<file path="src/design/dbd_pkg.sv">
`default_nettype none
// ---------------------------------------------------------------------------
// dbd_pkg: shared types and constants for the days-between-dates core
// Item layouts for both channels, field widths, the year limit, the
// reciprocal used to divide by 100, and the days-before-month table.
// ---------------------------------------------------------------------------
package dbd_pkg;

	// Field widths
	localparam int unsigned YEAR_W  = 14;
	localparam int unsigned MONTH_W = 4;
	localparam int unsigned DAY_W   = 5;
	localparam int unsigned COUNT_W = 22;

	// Largest year taken as given; later years clamp to it
	localparam int unsigned MAX_YEAR = 9999;

	// Divide by 100 as (v * RECIP_100) >> RECIP_SH, exact for v < 2**YEAR_W
	localparam int unsigned RECIP_100 = 5243;
	localparam int unsigned RECIP_SH  = 19;
	localparam int unsigned RECIP_W   = 13;
	localparam int unsigned PROD_W    = YEAR_W + RECIP_W;
	localparam int unsigned QUOT_W    = 8;

	// Day-of-year offset of a month start (common year)
	localparam int unsigned DOY_W = 9;
	// Month part of a day number: offset + leap day + day field
	localparam int unsigned MDAY_W = 10;

	localparam logic [MONTH_W-1:0] MONTH_JAN = MONTH_W'(1);
	localparam logic [MONTH_W-1:0] MONTH_FEB = MONTH_W'(2);
	localparam logic [MONTH_W-1:0] MONTH_DEC = MONTH_W'(12);

	// Start/end date pair
	typedef struct packed {
		logic [YEAR_W-1:0]  from_year;
		logic [MONTH_W-1:0] from_month;
		logic [DAY_W-1:0]   from_day;
		logic [YEAR_W-1:0]  to_year;
		logic [MONTH_W-1:0] to_month;
		logic [DAY_W-1:0]   to_day;
	} src_item_t;

	// Day count and order flag
	typedef struct packed {
		logic [COUNT_W-1:0] day_count;
		logic               order_error;
	} dst_item_t;

	// Days in the whole months before month m (m in 1..12)
	function automatic logic [DOY_W-1:0] days_before_month(input logic [MONTH_W-1:0] m);
		logic [DOY_W-1:0] d;
		unique case (m)
			4'd1:    d = 9'd0;
			4'd2:    d = 9'd31;
			4'd3:    d = 9'd59;
			4'd4:    d = 9'd90;
			4'd5:    d = 9'd120;
			4'd6:    d = 9'd151;
			4'd7:    d = 9'd181;
			4'd8:    d = 9'd212;
			4'd9:    d = 9'd243;
			4'd10:   d = 9'd273;
			4'd11:   d = 9'd304;
			4'd12:   d = 9'd334;
			default: d = 9'd0;
		endcase
		return d;
	endfunction

	// Quotient of a year-wide value by 100
	function automatic logic [QUOT_W-1:0] div100(input logic [YEAR_W-1:0] v);
		logic [PROD_W-1:0] prod;
		prod = PROD_W'(v) * PROD_W'(RECIP_100);
		return prod[RECIP_SH +: QUOT_W];
	endfunction

endpackage : dbd_pkg
`default_nettype wire

</file>
<file path="src/design/days_between_dates_core.sv">
`default_nettype none
// ---------------------------------------------------------------------------
// days_between_dates_core: day count between two Gregorian dates
// Each date becomes a day number (whole years with the 4/100/400 rule,
// whole months, day of month); the result is end minus start, or zero with
// order_error set when the start date is later.
// ---------------------------------------------------------------------------
//
//  channel  signals                       item
//  -------  ----------------------------  ---------------------------------
//  src      src_valid, src_stall, src_item  start and end year/month/day
//  dst      dst_valid, dst_stall, dst_item  day_count, order_error
//
//  One item per cycle when dst is not stalled; five register stages, the
//  last being the output register that drives dst_valid and dst_item.
//  Stages: clamp, divide by 100 (reciprocal multiply), year and month
//  parts, day number sum, compare and subtract into the output register.
//  A stall on dst while dst_valid is high freezes every stage together and raises src_stall.
//  arst_n clears all stage valid bits; data registers are not reset.
//
module days_between_dates_core
	import dbd_pkg::*;
(
	input  wire logic      clk,
	input  wire logic      arst_n,

	input  wire logic      src_valid,
	output logic           src_stall,
	input  wire src_item_t src_item,

	output logic           dst_valid,
	input  wire logic      dst_stall,
	output dst_item_t      dst_item
);

	// Lane 0 is the start date, lane 1 the end date
	localparam int unsigned LANES = 2;

	logic adv;

	logic vld_s1, vld_s2, vld_s3, vld_s4;

	// Stage 1: clamped year and month, unclamped day, and year minus one
	logic [LANES-1:0][YEAR_W-1:0]  y_s1, p_s1;
	logic [LANES-1:0][MONTH_W-1:0] m_s1;
	logic [LANES-1:0][DAY_W-1:0]   d_s1;

	// Stage 2: quotients by 100 and 400
	logic [LANES-1:0][YEAR_W-1:0]  y_s2, p_s2;
	logic [LANES-1:0][MONTH_W-1:0] m_s2;
	logic [LANES-1:0][DAY_W-1:0]   d_s2;
	logic [LANES-1:0][QUOT_W-1:0]  py100_s2, py400_s2, y100_s2;

	// Stage 3: year part and month part of each day number
	logic [LANES-1:0][COUNT_W-1:0] yd_s3;
	logic [LANES-1:0][MDAY_W-1:0]  md_s3;

	// Stage 4: day numbers
	logic [LANES-1:0][COUNT_W-1:0] n_s4;

	logic [LANES-1:0][YEAR_W-1:0]  yr_in, y_cl, y_m1;
	logic [LANES-1:0][MONTH_W-1:0] mo_in, m_cl;
	logic [LANES-1:0][DAY_W-1:0]   dy_in;
	logic [LANES-1:0]              leap;
	logic [LANES-1:0][COUNT_W-1:0] yd_nxt;
	logic [LANES-1:0][MDAY_W-1:0]  md_nxt;

	dst_item_t res;

	// Whole pipeline moves unless a finished item is held on dst
	assign adv       = !(dst_valid && dst_stall);
	assign src_stall = !adv;

	// Lane inputs
	assign yr_in[0] = src_item.from_year;
	assign mo_in[0] = src_item.from_month;
	assign dy_in[0] = src_item.from_day;
	assign yr_in[1] = src_item.to_year;
	assign mo_in[1] = src_item.to_month;
	assign dy_in[1] = src_item.to_day;

	// Clamp year and month into range
	always_comb begin
		for (int k = 0; k < LANES; k++) begin
			y_cl[k] = yr_in[k];
			if (y_cl[k] == '0) begin
				y_cl[k] = YEAR_W'(1);
			end
			if (32'(y_cl[k]) > MAX_YEAR) begin
				y_cl[k] = YEAR_W'(MAX_YEAR);
			end
			y_m1[k] = y_cl[k] - YEAR_W'(1);
			m_cl[k] = mo_in[k];
			if (m_cl[k] == '0) begin
				m_cl[k] = MONTH_JAN;
			end
			if (m_cl[k] > MONTH_DEC) begin
				m_cl[k] = MONTH_DEC;
			end
		end
	end

	// Leap test, year part and month part
	always_comb begin
		for (int k = 0; k < LANES; k++) begin
			leap[k] = (y_s2[k][1:0] == 2'b00) &&
				((y_s2[k] != YEAR_W'(y100_s2[k]) * YEAR_W'(100)) ||
				 (y100_s2[k][1:0] == 2'b00));
			yd_nxt[k] = COUNT_W'(p_s2[k]) * COUNT_W'(365)
				+ COUNT_W'(p_s2[k][YEAR_W-1:2])
				- COUNT_W'(py100_s2[k])
				+ COUNT_W'(py400_s2[k]);
			md_nxt[k] = MDAY_W'(days_before_month(m_s2[k]))
				+ MDAY_W'(leap[k] && (m_s2[k] > MONTH_FEB))
				+ MDAY_W'(d_s2[k]);
		end
	end

	// Order check and count
	always_comb begin
		if (n_s4[0] > n_s4[1]) begin
			res.day_count   = '0;
			res.order_error = 1'b1;
		end else begin
			res.day_count   = n_s4[1] - n_s4[0];
			res.order_error = 1'b0;
		end
	end

	// Stage valid bits
	always_ff @(posedge clk or negedge arst_n) begin
		if (!arst_n) begin
			vld_s1    <= 1'b0;
			vld_s2    <= 1'b0;
			vld_s3    <= 1'b0;
			vld_s4    <= 1'b0;
			dst_valid <= 1'b0;
		end else if (adv) begin
			vld_s1    <= src_valid;
			vld_s2    <= vld_s1;
			vld_s3    <= vld_s2;
			vld_s4    <= vld_s3;
			dst_valid <= vld_s4;
		end
	end

	// Stage data
	always_ff @(posedge clk) begin
		if (adv) begin
			for (int k = 0; k < LANES; k++) begin
				y_s1[k]     <= y_cl[k];
				p_s1[k]     <= y_m1[k];
				m_s1[k]     <= m_cl[k];
				d_s1[k]     <= dy_in[k];

				y_s2[k]     <= y_s1[k];
				p_s2[k]     <= p_s1[k];
				m_s2[k]     <= m_s1[k];
				d_s2[k]     <= d_s1[k];
				py100_s2[k] <= div100(p_s1[k]);
				py400_s2[k] <= div100(YEAR_W'(p_s1[k][YEAR_W-1:2]));
				y100_s2[k]  <= div100(y_s1[k]);

				yd_s3[k]    <= yd_nxt[k];
				md_s3[k]    <= md_nxt[k];

				n_s4[k]     <= yd_s3[k] + COUNT_W'(md_s3[k]);
			end
			dst_item <= res;
		end
	end

`ifndef SYNTHESIS
	// An order error always comes with a zero count
	a_err_zero: assert property (@(posedge clk) disable iff (!arst_n)
		dst_valid && dst_item.order_error |-> dst_item.day_count == '0)
		else $error("order_error with nonzero day_count");

	// A held output freezes every stage
	a_freeze: assert property (@(posedge clk) disable iff (!arst_n)
		dst_valid && dst_stall |=> $stable({vld_s1, vld_s2, vld_s3, vld_s4}))
		else $error("pipeline moved during a stall");

	// Leap years are multiples of four
	a_leap4: assert property (@(posedge clk) disable iff (!arst_n)
		vld_s2 && (leap[0] || leap[1]) |->
		(!leap[0] || y_s2[0][1:0] == 2'b00) && (!leap[1] || y_s2[1][1:0] == 2'b00))
		else $error("leap flag on a year not divisible by four");
`endif

endmodule : days_between_dates_core
`default_nettype wire
</file>
<file path="config.mk">
export PLATFORM = sky130hd
export DESIGN_NAME = days_between_dates_core
export DESIGN_NICKNAME = d
export VERILOG_FILES = /design/src/design/dbd_pkg.sv /design/src/design/days_between_dates_core.sv
export SDC_FILE = /design/constraint.sdc
export NUM_CORES = 2
export LEC_CHECK = 0
export ABC_AREA = 0
export BUFFER_PORTS_ARGS = -buffer_cell sky130_fd_sc_hd__buf_2
export CAP_MARGIN = 0
export CORE_MARGIN = 3
export CORE_UTILIZATION = 65
export DETAILED_ROUTE_END_ITERATION = 8
export HOLD_SLACK_MARGIN = 0.05
export PLACE_DENSITY = 0.82
export SYNTH_ARGS = -nofsm -noshare
export SYNTH_HDL_FRONTEND = slang
export SYNTH_SLANG_ARGS = --single-unit
</file>
<file path="constraint.sdc">
create_clock -name clk -period 17.1 [get_ports clk]
set_input_delay 2.565 -clock clk [delete_from_list [all_inputs] [get_ports clk]]
set_output_delay 2.565 -clock clk [all_outputs]
set_load 0.01 [all_outputs]
</file>
; Word level (Yosys, flattened, before mapping)
; Memory sizes are Yosys's and may differ from the RTL's. A register that Yosys moved wholly into a read port is not among the register bits.
; Index checks and enable logic that the tools add are counted.
[word_totals]
latch_bits = 0
rom_bits = 288
ram_bits = 0
out_inout_bits = 25
in_bits = 50
register_bits = 328
n_memories = 2
[mem_list]
columns = name, words, word_bits, read_ports, rd_clocked_by_memory_dff, wr, line_no
row1 = (no name shown), 16, 9, 1, 1, 0, dbd_pkg.sv:53  ; unique case (m)
row2 = (no name shown), 16, 9, 1, 1, 0, dbd_pkg.sv:53
[classes]
mux = 9
n_div = 0
eq_ne = 2
shift = 0
n_reduce_logical = 15
order_cmp = 7
mul = 10
bitwise = 0
add_sub_neg = 15
[ops]
columns = operator, count
row1 = 14-bit by 13-bit multiplier with 27-bit output (second input constant), 4
row2 = 14-bit 2-to-1 mux, 4
row3 = 12-bit by 13-bit multiplier with 25-bit output (second input constant), 2
row4 = 22-bit by 10-bit adder with 22-bit output, 2
row5 = 22-bit by 12-bit adder with 22-bit output, 2
row6 = 22-bit by 6-bit adder with 22-bit output, 2
row7 = 14-bit by 9-bit multiplier with 22-bit output (second input constant), 2
row8 = 22-bit by 8-bit subtractor with 22-bit output, 2
row9 = 14-bit > comparator (second input constant), 2
row10 = 14-bit logical NOT, 2
row11 = 14-bit != test, 2
row12 = 14-bit by 1-bit subtractor with 14-bit output (second input constant), 2
row13 = 8-bit by 5-bit multiplier with 12-bit output (second input constant), 2
row14 = 22-bit > comparator, 1
row15 = 22-bit subtractor, 1
row16 = 10-bit by 5-bit adder with 10-bit output, 2
row17 = 9-bit by 1-bit adder with 10-bit output, 2
row18 = 4-bit 2-to-1 mux, 4
row19 = 4-bit by 2-bit > comparator with 1-bit output (second input constant), 2
row20 = 4-bit > comparator (second input constant), 2
row21 = 2-bit logical NOT, 4
row22 = 4-bit logical NOT, 2
row23 = 1-bit logical AND, 5
row24 = 1-bit logical OR, 2
row25 = 1-bit 2-to-1 mux, 1

; Logic depth before layout (Yosys ltp)
[depth]
word_depth = 7
ltp_mapped = 21
ltp_nobuf = 21

; Worst setup path before layout
; No wires, ideal clock.
[synth_timing]
path_type = input-to-output
startpoint = input dst_stall
endpoint = output src_stall
t_arrival_ns = 12.740
setup_slack_ns = 1.795
t_required_ns = 14.535
stages = 3
path_cell_list = nand2_1 -> clkbuf_1 -> inv_1
[synth_via]
elab_chain_len = 1
[synth_lines]
columns = element, line_no
row1 = from (decl), days_between_dates_core.sv:32  ; input wire logic dst_stall,
row2 = 1-bit logical AND, days_between_dates_core.sv:71  ; assign adv = !(dst_valid && dst_stall);
row3 = to (decl), days_between_dates_core.sv:28  ; output logic src_stall,
; Every way passes these cells.

; Worst setup path after layout
; Same ends and word-level chain as after synthesis.

==> metrics.csv <==
metric;value;unit
Distinct cells, synth;81;
Core Rows;91;
global route overflow;0;
Fin. Hold Viols;0;
Gate Count Post-Synth;3717;
most area-consuming cells after synthesis;fa_1 (25%), ha_1 (24%), edfxtp_1 (24%), inv_1 (9.0%), xnor2_1 (2.6%);
slowest stage delay, CP;0.59;ns
post-CTS setup buffers;0;
ys async rst share;1.445;%
clk sinks;346;
Seq cells post-synth;346;
Setup Viol. Count Final;0;
WL final;77940;microns
die height;256.7;microns
I/O pin count;75;
Syn Nets;5060;
CP dominant cell by count;buf_2;
kind of critical path;primary input to output pin;
Tightest Pin Transition;1.134;ns
total CTS buffers;40;
H-tree depth;2;
CTS tree;built;
CTS Buffer Depth;3;
fill count;4311;
Clock Latency Late Sink;0.57;ns
Max Slew Vio Count;0;
Final Critical Period;6.083;ns
Synth-to-Final Area Change;6.712;%
Tcrit/Tclk final;35.57;%
Via density;5.444;
Synth Cell Area;40850;sq um
via count;25490;
slowest stage cell on the critical path;nand2_4;
# hold bufs at CTS;0;
outcome;complete, no violations;
CP max FO;65;
Routability Congestion;0.9140;
pin count of the biggest net entering global routing;203;
initial core utilization;65.95;%
critical path arrival;3.52;ns
die width;256.7;microns
Port-buffer cells;74;
Total GRT Usage;24.95;%
final net count;5156;
register area share after synthesis;24.93;%
DRT antenna net count;0;
CP Cell Sequence;buf_2, nand2_4, inv_1, buf_2;
Worst Hold Path Cells;0;
Post-synth EDFFs;323;
Synth warnings;0;
Die ar.;65880;sq um
Max-cap violations;0;
dominant synthesized flop cell;edfxtp_1;
area of the core;61940;sq um
Synth top area share;24.85;%
Post-DP HPWL;62970;microns
first-pass GRT wire length;134000;microns
CP endpoint kind;output pin;
Layout Skew;0.02553;ns
Slew headroom;22.26;%
CP Launch Type;primary input;
RSZ-0062 raised after global routing;false;
Syn Area/Cell;10.99;sq um
# DRC;0;
Initial DRC Count;1452;
vias in the first global route;27720;
post-cts resize count;0;
WL/cell;16.64;microns
Root Buffer;clkbuf_16;
area leader, netlist;fa_1;
initial antenna violation count;1;
share of layout cells above drive strength 1;4.837;%
worst path required time;14.53;ns
first-pass detailed-route iteration total;5;
Clock transition at path regs;0.06;ns
FF-to-FF path depth;16;
worst hold path class;flop to flop;
Fin Setup TNS;0;ns
FMAX;164.4;MHz
[critical path: cells and delay by family]
family	cells	cell delay (ns)
buf+inv	3	0.36
simple gates	1	0.59
[logic make-up (layout without fill, tap and decap cells)]
kind of cell | Yosys count | in the layout | synth area share [%]
adder cells (fa/ha/maj) | 1293 | 1293 | 48.92
buffers and inverters | 1002 | 1130 | 9.235
AND/OR/NAND/NOR | 466 | 466 | 5.753
AO/OA/AOI/OAI | 397 | 397 | 6.451
flip-flops | 346 | 346 | 24.93
XOR/XNOR | 185 | 185 | 3.967
multiplexers | 28 | 28 | 0.7352
other | 0 | 1 | 0
[per-stage QoR]
step | hold slack (ns) | area, sq um | util [%] | worst slack (ns) | std cells
after floorplan | 0.4003 | 40850 | - | 1.795 | 3717
after global placement | 0.4026 | 42210 | 68.14 | 10.99 | 4608
after detailed placement | 0.4054 | 42210 | 68.14 | 10.98 | 4608
after CTS | 0.4153 | 43590 | 70.37 | 10.97 | 4682
after global routing | 0.4204 | 43590 | 70.37 | 10.89 | 4682
final | 0.4161 | 43590 | 70.37 | 11.02 | 4683
[sequential cells by signal (all words and copies together), names as in the netlist, named ones only]
signal and count:
n_s4 44, yd_s3 44, p_s1 28, p_s2 28, y_s1 28, y_s2 28, dst_item 23, md_s3 20
py100_s2 16, y100_s2 16, py400_s2 12, d_s1 10, d_s2 10, m_s1 8, m_s2 8, dst_valid 1
vld_s1 1, vld_s2 1, vld_s3 1, vld_s4 1
[Yosys cell counts (6+ instances only)]
| library cell | count |
|---|---|
| a31oi_1 | 11 |
| mux2i_1 | 12 |
| a211oi_1 | 12 |
| o21ai_0 | 72 |
| o21bai_1 | 9 |
| nand4_1 | 15 |
| dfxtp_1 | 18 |
| nor3_1 | 36 |
| and3_1 | 19 |
| clkbuf_1 | 14 |
| or3_1 | 7 |
| ha_1 | 786 |
| a21boi_0 | 11 |
| buf_2 | 6 |
| xor2_1 | 63 |
| mux2_2 | 16 |
| or2_2 | 6 |
| nand3_1 | 21 |
| xnor2_1 | 122 |
| a21o_1 | 50 |
| and2_1 | 19 |
| a221oi_1 | 7 |
| o21a_1 | 27 |
| o211ai_1 | 26 |
| nand2b_1 | 25 |
| nand4b_1 | 11 |
| nand2_1 | 112 |
| nor4_1 | 8 |
| nor2_1 | 131 |
| nand3b_1 | 6 |
| fa_1 | 507 |
| nor2b_1 | 23 |
| edfxtp_1 | 323 |
| a21oi_1 | 107 |
| inv_1 | 980 |
[path summary, 6_finish.rpt]
check,startpoint,endpoint,slack (ns)
worst max register to register,p_s1[22],py400_s2[13],11.28
worst min-delay path,d_s1[5],d_s2[5],0.42
worst min register to register,d_s1[5],d_s2[5],0.42
min in group asynchronous,arst_n,vld_s1,1.82
max in group asynchronous,arst_n,vld_s2,15.15
worst max-delay path,dst_stall,src_stall,11.02
[layout by cell type (no fill, tap or decap), drive strengths merged, types with 9 or more instances in the layout]
cell / netlist / final
or3: 9 / 9
nor2: 132 / 132
and3: 21 / 21
dfxtp: 18 / 18
fa: 507 / 507
mux2i: 12 / 12
xor2: 63 / 63
nor2b: 23 / 23
nand4: 15 / 15
o211ai: 26 / 26
a21boi: 13 / 13
clkinv: 0 / 12
nand4b: 11 / 11
mux2: 16 / 16
a211oi: 12 / 12
clkbuf: 14 / 51
nor3: 36 / 36
o21a: 27 / 27
o21bai: 9 / 9
nand2b: 25 / 25
xnor2: 122 / 122
edfxtp: 323 / 323
a31oi: 11 / 11
o21ai: 75 / 75
buf: 8 / 76
a21oi: 110 / 110
nand2: 113 / 113
and2: 20 / 20
inv: 980 / 983
ha: 786 / 786
nand3: 21 / 21
nor4: 9 / 9
a21o: 50 / 50
[layout make-up]
class                      count  area (sq um)  area share, %
tap                          837          1047          2.403
multi-input combinational   2369         26900          61.71
clock inverter                23         254.0         0.5827
timing repair buffer          76         397.9         0.9128
inverter                     980          3679          8.439
antenna                        1         2.502       0.005741
sequential                   346         10180          23.37
clock buffer                  51          1126          2.583
[metal layers]
metal / vias up / routed length, microns / track usage [%]
met2: 496 / 38530 / 43.46
met1: 12570 / 34120 / 33.22
li1: 12270 / - / -
met4: 2 / 2066 / 6.772
met3: 153 / 3212 / 3.042
met5: - / 13 / 0
Power is left out: the tool's default activity adds up to more than one toggle a clock period on the data nets, which glitch-free logic cannot reach.
